File: src/hw/rtl/swarq_pkg.sv
// Shared types and constants of the stop-and-wait ARQ sender.
`default_nettype none

package swarq_pkg;

  localparam int QUEUE_DEPTH   = 16;
  localparam int PAYLOAD_BYTES = 20;

  localparam logic [15:0] TIMEOUT_RESET = 16'd20;
  localparam logic [31:0] DATA_ACK_FIELD = 32'hFFFF_FFFF;

  localparam logic [1:0] REQ_MSG_BYTE = 2'd0;
  localparam logic [1:0] REQ_ACK      = 2'd1;
  localparam logic [1:0] REQ_TICK     = 2'd2;

  localparam logic KIND_PACKET = 1'b0;
  localparam logic KIND_DROP   = 1'b1;

  typedef struct packed {
    logic [1:0]  req_type;
    logic [7:0]  msg_byte;
    logic [31:0] ack_seq_field;
    logic [31:0] ack_number;
    logic [31:0] ack_checksum;
  } req_t;

  typedef struct packed {
    logic        kind;
    logic [31:0] pkt_seq;
    logic [31:0] pkt_checksum;
    logic [7:0]  pkt_byte;
    logic [4:0]  byte_pos;
    logic        last;
  } rsp_t;

  typedef struct packed {
    logic [31:0] seq;
    logic [31:0] sum;
  } hdr_t;

endpackage

`default_nettype wire

File: src/hw/rtl/swarq_mem.sv
// Queue storage: payload byte memory and per-packet header memory.
`default_nettype none

module swarq_mem #(
  parameter int QUEUE_DEPTH   = swarq_pkg::QUEUE_DEPTH,
  parameter int PAYLOAD_BYTES = swarq_pkg::PAYLOAD_BYTES,
  localparam int PL_DEPTH     = QUEUE_DEPTH * PAYLOAD_BYTES,
  localparam int ADDR_W       = (PL_DEPTH > 1) ? $clog2(PL_DEPTH) : 1,
  localparam int PTR_W        = (QUEUE_DEPTH > 1) ? $clog2(QUEUE_DEPTH) : 1
) (
  input  wire                    clk,
  input  wire                    pl_wr_en,
  input  wire [ADDR_W-1:0]       pl_wr_addr,
  input  wire [7:0]              pl_wr_data,
  input  wire                    hdr_wr_en,
  input  wire [PTR_W-1:0]        hdr_wr_addr,
  input  wire swarq_pkg::hdr_t   hdr_wr_data,
  input  wire                    rd_en,
  input  wire [ADDR_W-1:0]       pl_rd_addr,
  input  wire [PTR_W-1:0]        hdr_rd_addr,
  output logic [7:0]             pl_rd_data,
  output swarq_pkg::hdr_t        hdr_rd_data
);

  logic [7:0]      pl_mem  [PL_DEPTH];
  swarq_pkg::hdr_t hdr_mem [QUEUE_DEPTH];

  always_ff @(posedge clk) begin
    if (pl_wr_en) begin
      pl_mem[pl_wr_addr] <= pl_wr_data;
    end
    if (rd_en) begin
      pl_rd_data <= pl_mem[pl_rd_addr];
    end
  end

  always_ff @(posedge clk) begin
    if (hdr_wr_en) begin
      hdr_mem[hdr_wr_addr] <= hdr_wr_data;
    end
    if (rd_en) begin
      hdr_rd_data <= hdr_mem[hdr_rd_addr];
    end
  end

endmodule

`default_nettype wire

File: src/hw/rtl/stop_and_wait_arq_sender.sv
// Stop-and-wait ARQ sender: message assembly, packet queue, transmit and retry control.
//
// Requests enter on req_valid/req_ready with a req_t payload: a message byte, an
// arriving ACK or a timer tick. Results leave on rsp_valid/rsp_ready as rsp_t:
// either one byte of an outgoing packet or a single drop report for a message
// that found the queue full. The timeout register is written on cfg_valid/cfg_data
// and is always ready; it takes effect at the next timer load.
// Message bytes are taken one per cycle while the sender is in ST_IDLE and written
// straight into the payload memory, unless the queue was full at the first byte. A request
// that starts a transmission (a completed message while idle, a matching ACK with
// packets left, or a timer expiry) is followed by a burst of PAYLOAD_BYTES results;
// each byte takes a memory read and then a load of the output register, and no request
// is taken during the burst, nor until a drop report has been loaded.
// When the receiver stalls, the output register holds its result and the burst
// pauses on the memory read data; requests are still taken while the last
// result waits. Reset empties the queue, clears sequence numbers and timer and
// sets the timeout to 20 ticks; the memories need no clearing.
`default_nettype none

module stop_and_wait_arq_sender #(
  parameter int QUEUE_DEPTH   = swarq_pkg::QUEUE_DEPTH,
  parameter int PAYLOAD_BYTES = swarq_pkg::PAYLOAD_BYTES
) (
  input  wire              clk,
  input  wire              rst,
  input  wire              req_valid,
  output logic             req_ready,
  input  wire swarq_pkg::req_t req_data,
  output logic             rsp_valid,
  input  wire              rsp_ready,
  output swarq_pkg::rsp_t  rsp_data,
  input  wire              cfg_valid,
  output logic             cfg_ready,
  input  wire [15:0]       cfg_data
);

  localparam int PL_DEPTH = QUEUE_DEPTH * PAYLOAD_BYTES;
  localparam int ADDR_W   = (PL_DEPTH > 1) ? $clog2(PL_DEPTH) : 1;
  localparam int PTR_W    = (QUEUE_DEPTH > 1) ? $clog2(QUEUE_DEPTH) : 1;
  localparam int CNT_W    = $clog2(QUEUE_DEPTH + 1);
  localparam int POS_W    = (PAYLOAD_BYTES > 1) ? $clog2(PAYLOAD_BYTES) : 1;

  typedef enum logic [1:0] {
    ST_IDLE,
    ST_READ,
    ST_LOAD,
    ST_DROP
  } state_t;

  state_t             state;
  logic               waiting;
  logic [31:0]        next_seq;
  logic [31:0]        expected_ack;
  logic [15:0]        ticks_left;
  logic [15:0]        timeout_ticks;
  logic [POS_W-1:0]   asm_pos;
  logic [31:0]        asm_sum;
  logic               asm_blocked;
  logic [PTR_W-1:0]   head;
  logic [PTR_W-1:0]   tail;
  logic [CNT_W-1:0]   count;
  logic [POS_W-1:0]   send_pos;

  logic               accept;
  logic               first_byte;
  logic               blocked_now;
  logic [31:0]        sum_now;
  logic               msg_done;
  logic               ack_ok;
  logic [CNT_W-1:0]   count_after_pop;
  logic [PTR_W-1:0]   head_inc;
  logic [PTR_W-1:0]   tail_inc;
  logic               send_last;
  logic               out_free;

  logic               pl_wr_en;
  logic [ADDR_W-1:0]  pl_wr_addr;
  logic               hdr_wr_en;
  swarq_pkg::hdr_t    hdr_wr_data;
  logic               rd_en;
  logic [ADDR_W-1:0]  pl_rd_addr;
  logic [7:0]         pl_rd_data;
  swarq_pkg::hdr_t    hdr_rd_data;

  assign req_ready = (state == ST_IDLE);
  assign cfg_ready = 1'b1;
  assign accept    = req_valid && req_ready;
  assign out_free  = !rsp_valid || rsp_ready;

  assign first_byte  = (asm_pos == '0);
  assign blocked_now = first_byte ? (count >= CNT_W'(QUEUE_DEPTH)) : asm_blocked;
  assign sum_now     = (first_byte ? 32'd0 : asm_sum) + 32'(req_data.msg_byte);
  assign msg_done    = (asm_pos == POS_W'(PAYLOAD_BYTES - 1));

  assign ack_ok = waiting
               && (req_data.ack_checksum == req_data.ack_seq_field + req_data.ack_number)
               && (req_data.ack_number == expected_ack);

  assign count_after_pop = count - CNT_W'(count != '0);
  assign head_inc  = (head == PTR_W'(QUEUE_DEPTH - 1)) ? '0 : head + PTR_W'(1);
  assign tail_inc  = (tail == PTR_W'(QUEUE_DEPTH - 1)) ? '0 : tail + PTR_W'(1);
  assign send_last = (send_pos == POS_W'(PAYLOAD_BYTES - 1));

  assign pl_wr_en   = accept && (req_data.req_type == swarq_pkg::REQ_MSG_BYTE) && !blocked_now;
  assign pl_wr_addr = ADDR_W'(tail) * ADDR_W'(PAYLOAD_BYTES) + ADDR_W'(asm_pos);
  assign hdr_wr_en  = pl_wr_en && msg_done;
  assign hdr_wr_data.seq = next_seq;
  assign hdr_wr_data.sum = next_seq + swarq_pkg::DATA_ACK_FIELD + sum_now;

  assign rd_en      = (state == ST_READ);
  assign pl_rd_addr = ADDR_W'(head) * ADDR_W'(PAYLOAD_BYTES) + ADDR_W'(send_pos);

  swarq_mem #(
    .QUEUE_DEPTH   (QUEUE_DEPTH),
    .PAYLOAD_BYTES (PAYLOAD_BYTES)
  ) u_mem (
    .clk         (clk),
    .pl_wr_en    (pl_wr_en),
    .pl_wr_addr  (pl_wr_addr),
    .pl_wr_data  (req_data.msg_byte),
    .hdr_wr_en   (hdr_wr_en),
    .hdr_wr_addr (tail),
    .hdr_wr_data (hdr_wr_data),
    .rd_en       (rd_en),
    .pl_rd_addr  (pl_rd_addr),
    .hdr_rd_addr (head),
    .pl_rd_data  (pl_rd_data),
    .hdr_rd_data (hdr_rd_data)
  );

  always_ff @(posedge clk) begin
    if (rst) begin
      state         <= ST_IDLE;
      waiting       <= 1'b0;
      next_seq      <= '0;
      expected_ack  <= '0;
      ticks_left    <= '0;
      timeout_ticks <= swarq_pkg::TIMEOUT_RESET;
      asm_pos       <= '0;
      asm_sum       <= '0;
      asm_blocked   <= 1'b0;
      head          <= '0;
      tail          <= '0;
      count         <= '0;
      send_pos      <= '0;
      rsp_valid     <= 1'b0;
    end else begin
      if (cfg_valid) begin
        timeout_ticks <= cfg_data;
      end
      if (rsp_valid && rsp_ready && state != ST_LOAD && state != ST_DROP) begin
        rsp_valid <= 1'b0;
      end
      case (state)
        ST_IDLE: begin
          if (req_valid) begin
            case (req_data.req_type)
              swarq_pkg::REQ_MSG_BYTE: begin
                asm_sum     <= sum_now;
                asm_blocked <= blocked_now && !msg_done;
                if (msg_done) begin
                  asm_pos <= '0;
                  if (blocked_now) begin
                    state <= ST_DROP;
                  end else begin
                    tail     <= tail_inc;
                    count    <= count + CNT_W'(1);
                    next_seq <= next_seq + 32'd1;
                    if (!waiting) begin
                      waiting    <= 1'b1;
                      ticks_left <= timeout_ticks;
                      send_pos   <= '0;
                      state      <= ST_READ;
                    end
                  end
                end else begin
                  asm_pos <= asm_pos + POS_W'(1);
                end
              end
              swarq_pkg::REQ_ACK: begin
                if (ack_ok) begin
                  waiting      <= (count_after_pop != '0);
                  expected_ack <= expected_ack + 32'd1;
                  if (count != '0) begin
                    head  <= head_inc;
                    count <= count_after_pop;
                  end
                  if (count_after_pop != '0) begin
                    ticks_left <= timeout_ticks;
                    send_pos   <= '0;
                    state      <= ST_READ;
                  end
                end
              end
              swarq_pkg::REQ_TICK: begin
                if (waiting) begin
                  if (ticks_left > 16'd1) begin
                    ticks_left <= ticks_left - 16'd1;
                  end else if (count == '0) begin
                    waiting <= 1'b0;
                  end else begin
                    ticks_left <= timeout_ticks;
                    send_pos   <= '0;
                    state      <= ST_READ;
                  end
                end
              end
              default: begin
              end
            endcase
          end
        end
        ST_READ: begin
          state <= ST_LOAD;
        end
        ST_LOAD: begin
          if (out_free) begin
            rsp_valid             <= 1'b1;
            rsp_data.kind         <= swarq_pkg::KIND_PACKET;
            rsp_data.pkt_seq      <= hdr_rd_data.seq;
            rsp_data.pkt_checksum <= hdr_rd_data.sum;
            rsp_data.pkt_byte     <= pl_rd_data;
            rsp_data.byte_pos     <= 5'(send_pos);
            rsp_data.last         <= send_last;
            if (send_last) begin
              state <= ST_IDLE;
            end else begin
              send_pos <= send_pos + POS_W'(1);
              state    <= ST_READ;
            end
          end
        end
        ST_DROP: begin
          if (out_free) begin
            rsp_valid             <= 1'b1;
            rsp_data.kind         <= swarq_pkg::KIND_DROP;
            rsp_data.pkt_seq      <= '0;
            rsp_data.pkt_checksum <= '0;
            rsp_data.pkt_byte     <= '0;
            rsp_data.byte_pos     <= '0;
            rsp_data.last         <= 1'b1;
            state                 <= ST_IDLE;
          end
        end
        default: begin
          state <= ST_IDLE;
        end
      endcase
    end
  end

  a_count_bound: assert property (@(posedge clk) disable iff (rst)
    count <= CNT_W'(QUEUE_DEPTH))
    else $error("Queue count exceeds the queue depth.");

  a_wait_has_packet: assert property (@(posedge clk) disable iff (rst)
    waiting |-> (count != '0))
    else $error("Waiting for an acknowledgement with an empty queue.");

  a_send_has_packet: assert property (@(posedge clk) disable iff (rst)
    (state == ST_READ || state == ST_LOAD) |-> (waiting && count != '0))
    else $error("Packet transmission without a queued packet.");

  a_timer_load: assert property (@(posedge clk) disable iff (rst)
    $rose(waiting) |-> (ticks_left == $past(timeout_ticks)))
    else $error("Timer not loaded on entering the wait state.");

endmodule

`default_nettype wire

File: config.mk
export PLATFORM = sky130hd
export DESIGN_NAME = stop_and_wait_arq_sender
export DESIGN_NICKNAME = d
export VERILOG_FILES = /design/src/hw/rtl/swarq_pkg.sv /design/src/hw/rtl/swarq_mem.sv /design/src/hw/rtl/stop_and_wait_arq_sender.sv
export SDC_FILE = /design/constraint.sdc
export NUM_CORES = 2
export LEC_CHECK = 0
export BUFFER_PORTS_ARGS = -buffer_cell sky130_fd_sc_hd__buf_2
export CAP_MARGIN = 20
export CORE_UTILIZATION = 48
export DETAILED_ROUTE_END_ITERATION = 7
export GPL_ROUTABILITY_DRIVEN = 0
export GPL_TIMING_DRIVEN = 0
export PLACE_DENSITY = 0.61
export SYNTH_ARGS = -nofsm -noshare
export SYNTH_HDL_FRONTEND = slang
export SYNTH_SLANG_ARGS = --single-unit
File: constraint.sdc
create_clock -name clk -period 10.5 [get_ports clk]
set_clock_uncertainty 0.1 [all_clocks]
set_input_delay 2.1 -clock clk [delete_from_list [all_inputs] [get_ports clk]]
set_output_delay 2.1 -clock clk [all_outputs]
set_load 0.02 [all_outputs]
Word level (Yosys, flattened, before mapping)
Memory sizes are Yosys's and may differ from the RTL's. A register that Yosys moved wholly into a read port is not among the register bits.
Cells that the tools add are included.
- word-level logic and storage cells: 176
- bits in registers: 235
- output and inout port bits: 82
- bits in writable memories: 3584
- input port bits: 127
- memories: 2
- memories (memory ; words ; width ; read ports ; clocked after memory_dff ; wr ports ; line ; source):
    u_mem.pl_mem ; 320 ; 8 ; 1 ; 1 ; 1 ; swarq_mem.sv:25 ; logic [7:0] pl_mem [PL_DEPTH];
    u_mem.hdr_mem ; 16 ; 64 ; 1 ; 1 ; 1 ; swarq_mem.sv:26 ; swarq_pkg::hdr_t hdr_mem [QUEUE_DEPTH];
- eq/ne operators: 35
- bitwise logic cells: 2
- order comparisons: 2
- $add $sub $neg: 15
- reduce and logical (&&, ||, !) cells: 35
- muxes and demuxes: 63
- multipliers: 2
- operator list (operator ; count):
    79-bit 2-to-1 mux ; 2
    79-bit case mux with 2 select lines ; 1
    16-bit 2-to-1 mux ; 8
    5-bit 2-to-1 mux ; 16
    32-bit by 1-bit adder with 32-bit output (second input constant) ; 2
    32-bit adder ; 2
    32-bit equality test ; 2
    16-bit case mux with 3 select lines ; 1
    32-bit adder (second input constant) ; 1
    32-bit by 8-bit adder with 32-bit output ; 1
    32-bit 2-to-1 mux ; 1
    3-bit != test (second input constant) ; 9
    2-bit != test (second input constant) ; 13
    2-bit 2-to-1 mux ; 11
    5-bit case mux with 2 select lines ; 2
    9-bit by 5-bit adder with 9-bit output ; 2
    16-bit by 1-bit greater-than comparator with 1-bit output (second input constant) ; 1
    16-bit by 1-bit subtractor with 16-bit output (second input constant) ; 1
    5-bit by 1-bit adder with 5-bit output (second input constant) ; 3
    1-bit 2-to-1 mux ; 15
    5-bit case mux with 3 select lines ; 1
    4-bit by 3-bit multiplier with 7-bit output (second input constant) ; 2
    13-bit AND reduction ; 1
    11-bit AND reduction ; 1
    other kinds (29) ; 55

Longest topological paths before layout
- depth after elaboration: 8
- mapped depth: 33
- mapped depth without buffers: 31

Modules after synthesis
Synthesis repeated with hierarchy kept, for this count alone.
- cells, all modules: 8233
- area total of the unflattened synthesis: 156827.9 µm²
- by module, submodules not included (module ; cells each ; instances ; area an instance (µm²) ; sequential area each (µm²)):
    swarq_mem ; 6189 ; 1 ; 139939.2 ; 109785.3
    stop_and_wait_arq_sender ; 2044 ; 1 ; 16888.7 ; 5495.3

Least setup slack after synthesis
No wires, ideal clock.
- kind: input to register
- start: input port req_data[104] (netlist bit)
- end: memory u_mem.hdr_mem[3][0] (netlist bit), enable pin
- library setup time: 0.564 ns
- path slack: 1.879 ns
- buffers on the path: 3
- data arrival time: 7.956 ns
- stages on the path: 9
- data required time: 9.836 ns
- cell sequence: inv_1 > ha_1 > clkbuf_1 > and3_1 > clkbuf_1 > and3_1 > clkbuf_1 > nand2_1 > nor3_1
- cells in the longest elaborated chain, start to end: 6
- ends and longest elaborated chain (element ; line ; source):
    start, declared ; stop_and_wait_arq_sender.sv:28 ; input wire swarq_pkg::req_t req_data,
    2-bit zero test ; stop_and_wait_arq_sender.sv:104 ; assign pl_wr_en = accept && (req_data.req_type == swarq_pkg::REQ_MSG_BYTE) && !blocked_now;
    1-bit logical AND (2 in series) ; stop_and_wait_arq_sender.sv:104 ;
    1-bit logical AND ; stop_and_wait_arq_sender.sv:106 ; assign hdr_wr_en = pl_wr_en && msg_done;
    1-bit 2-to-1 mux ; swarq_mem.sv:38 ; if (hdr_wr_en) begin
    1-bit 2-to-1 mux (implied by the code) ; swarq_mem.sv:39 ; hdr_mem[hdr_wr_addr] <= hdr_wr_data;
    end, declared ; swarq_mem.sv:26 ;
No other way between the ends.

==> results.toml <==
[sta]
fmax_mhz = 111.0
min_period_ps = 9010
tns_ps = 0
rsz0062_at_grt = "false"
max-slew-margin-rel_pct = 16.41
post-route-period-util_pct = 85.81
tightest_slew_ps = 1254
finalHoldViolCount = 0
hold_ws_ps = 362.1
drv_slew = 0
setup-violations-final = 0

[logic_synthesis]
synth_cells = 7602
yosys_warnings = 0
synthArstFlopShare_pct = 0
synth_edf_count = 3735
ys_ff_latch = 3891
ys_seq_area_share_pct = 73.95
mappedNetlistNets = 7871
synthesis.area_um2 = 155900
ys.flop_type = "edfxtp_1"
yosysUniqueCellTypes = 93
synth.avg_cell_area_um2 = 20.51

[worst_setup_path]
regToRegEndpoint = "u_mem.hdr_mem[1][30]"
critical_path_arrival_ps = 9670
cpPeakStageDelay_ps = 440
path_max_fanout = 131
crit_type = "input pin to register"
crit_path_end = "u_mem.hdr_mem[1][30]"
cp_common_cell = "o21ai_0"
crit_required_ps = 11160
cp-start-kind = "input pin"
slowest_stage = "fa_1"
critPathLaunch = "req_data[96]"
r2r_cells = 35
reg2reg_slack_ps = 1950
rr_startpoint = "asm_pos[0]"
cp-end-kind = "register"

[global_routing]
grt_pass1_wl_um = 586400
antenna_found_initial = 23
overflow = 0
first_global_vias = 79773
grtUsageTotal_pct = 25.31
grt_max_degree = 147

[layout]
final_common_cell = "edfxtp_1"
mostFrequentLayoutCells = "3735 x edfxtp_1, 1159 x mux4_2, 508 x nor2_1, 403 x clkbuf_16, 334 x clkbuf_1"
fin_nets = 8673
drive_gt1_share_pct = 25.93
fill_cells = 24472
area_delta_synth_final_pct = 14.56

[clock_tree]
cts_resized = 0
cts-root-buf = "clkbuf_16"
holdBufCountCts = 0
insertion_delay_ps = 960
ctsLongestPathBuffers = 4
post_cts_buffers = 0
numCtsBuffers = 400
cts.sinks = 3891
cts.clk_slew.worst_paths_ps = 60
cts_tree = "yes"
htree_levels = 5

[floorplanning]
row_count = 208
die_h_um = 571.9
core_area_um2 = 322200
ios = 209
die_area_um2 = 327100
die_x_um = 571.9
initial_core_util_pct = 48.39

[power]
p_per_area_nw_per_um2 = 179.0
p_sw_mw = 6.614
ir_worst_vdd_mv = 0.1525
p_seq_share_pct = 53.4
leakage_nw = 55.44
p_sw_share_pct = 20.69
pwr-share-comb_pct = 2.6
clkPwrFrac_pct = 44.0
p_int_mw = 25.35

[detailed_routing]
via_per_inst = 6.108
wire_per_inst_um = 31.70
drt-pass1-iter-count = 6
drt.antenna.violating_nets = 0
routed_wirelength_um = 413700
drc = 0
via_count = 79700
drt_iter0_drc = 9789

[place]
dpl.hpwl_um = 282300
portBuffers = 205

[run_status]
status = "complete, no violations"

[run]
maxCapViolCount = 0

[worst_hold_path]
min_path_type = "register to register"
registers in the layout, indices dropped and copies added, names as in the netlist, 2 cells and up:
register	cells
expected_ack	32
asm_pos	5
rsp_data	79
next_seq	32
head	4
timeout_ticks	16
u_mem.hdr_rd_data	64
tail	4
u_mem.hdr_mem	1024
asm_sum	32
send_pos	5
ticks_left	16
state	2
u_mem.pl_mem	2560
u_mem.pl_rd_data	8
count	5
worst min-delay path by stage:
stage	slack, ps	from	cells after the start	endpoint
finish	360	asm_sum[0]	2	asm_sum[0]
global route	400	asm_sum[0]	2	asm_sum[0]
CTS	370	asm_sum[0]	2	asm_sum[0]
detailed placement	360	asm_sum[0]	2	asm_sum[0]
global placement	340	asm_sum[0]	2	asm_sum[0]
floorplan	330	asm_sum[0]	2	asm_sum[0]
critical path: cells and delay by family:
kind | cells | cell delay (ps)
adders and majority gates | 4 | 1360
xor gates and xnor gates | 2 | 470
buffers and inverters | 6 | 1390
and+or+nand+nor | 7 | 1400
AOI/OAI and AO/OA | 12 | 2600
kinds of logic (layout without fill, tap and decap cells):
| kind of cell | Yosys count | after routing | share of synthesized area (%) |
|---|---|---|---|
| multiplexers | 1212 | 1212 | 17.10 |
| other | 1 | 4 | 0.002405 |
| AND/OR/NAND/NOR | 1156 | 1156 | 3.477 |
| buffers and inverters | 554 | 1692 | 1.352 |
| flip-flops | 3891 | 3891 | 73.95 |
| adder cells (fa/ha/maj) | 142 | 142 | 1.173 |
| AO/OA/AOI/OAI | 461 | 461 | 1.902 |
| XOR/XNOR | 185 | 185 | 1.048 |
synthesized netlist by cell type, drive strengths merged (8+ instances only):
| cell | count | area (µm²) |
|---|---|---|
| a31o | 11 | 96.34 |
| mux2 | 15 | 168.9 |
| a31oi | 12 | 75.07 |
| nand2b | 17 | 106.4 |
| o21a | 16 | 120.1 |
| inv | 151 | 566.8 |
| a21oi | 155 | 779.5 |
| and3 | 30 | 187.7 |
| nor4 | 18 | 140.1 |
| and4 | 11 | 96.34 |
| a32o | 11 | 110.1 |
| edfxtp | 3735 | 112200 |
| nor3b | 10 | 75.07 |
| xnor2 | 132 | 1156 |
| o22ai | 8 | 50.05 |
| xor2 | 52 | 455.4 |
| buf | 101 | 406.6 |
| nand4 | 52 | 340.3 |
| o211ai | 14 | 105.1 |
| nor3 | 57 | 285.3 |
| mux4 | 1159 | 26100 |
| or3 | 24 | 150.1 |
| o21ai | 97 | 493.0 |
| nand3 | 65 | 325.3 |
| nor2 | 521 | 1958 |
| and2 | 86 | 538.0 |
| a21o | 31 | 232.7 |
| clkbuf | 302 | 1135 |
| or2 | 10 | 65.06 |
| a211o | 10 | 90.09 |
| dfxtp | 156 | 3123 |
| mux2i | 38 | 380.4 |
| ha | 135 | 1689 |
| nand2 | 197 | 739.5 |
| a211oi | 26 | 195.2 |
| nor2b | 37 | 231.5 |
cell type report:
type	count	area (µm²)	share of cell area (%)
sequential	3891	115300	64.55
multi-input combinational	3157	38650	21.64
clock buffer	478	10400	5.821
tap	4305	5386	3.016
timing repair buffer	400	4199	2.351
clock inverter	260	2507	1.404
buffer	403	1590	0.8905
inverter	151	566.8	0.3174
antenna	3	7.507	0.004204
power groups by stage:
stage	sequential [mW]	clock [mW]	combinational, mW
floorplan	17.4	0	0.377
finish	17.1	14.1	0.843
global placement	17.4	0	0.744
CTS	17.1	14.2	0.820
detailed placement	17.4	0	0.817
global route	17.0	14.8	0.904
through the flow:
step	instances	worst slack (ps)	power (mW)	area (µm²)	utilization, %
floorplan	7602	1879	17.76	155900	-
global placement	12112	-5513	18.19	162300	50.38
detailed placement	12269	377.9	18.20	165200	51.28
CTS	13007	1331	32.12	178100	55.29
global route	13046	1001	32.75	178600	55.43
finish	13048	1490	31.96	178600	55.43
layer usage:
layer / global-route usage (%) / part of all wire [%] / vias up
li1: - / - / 32974
met1: 35.99 / 41 / 42574
met2: 40.24 / 48 / 3509
met3: 4.245 / 8.0 / 627
met4: 8.151 / 3.4 / 16
met5: 0 / 0.024 / -
Note: power is estimated with default switching activity, not from simulation.
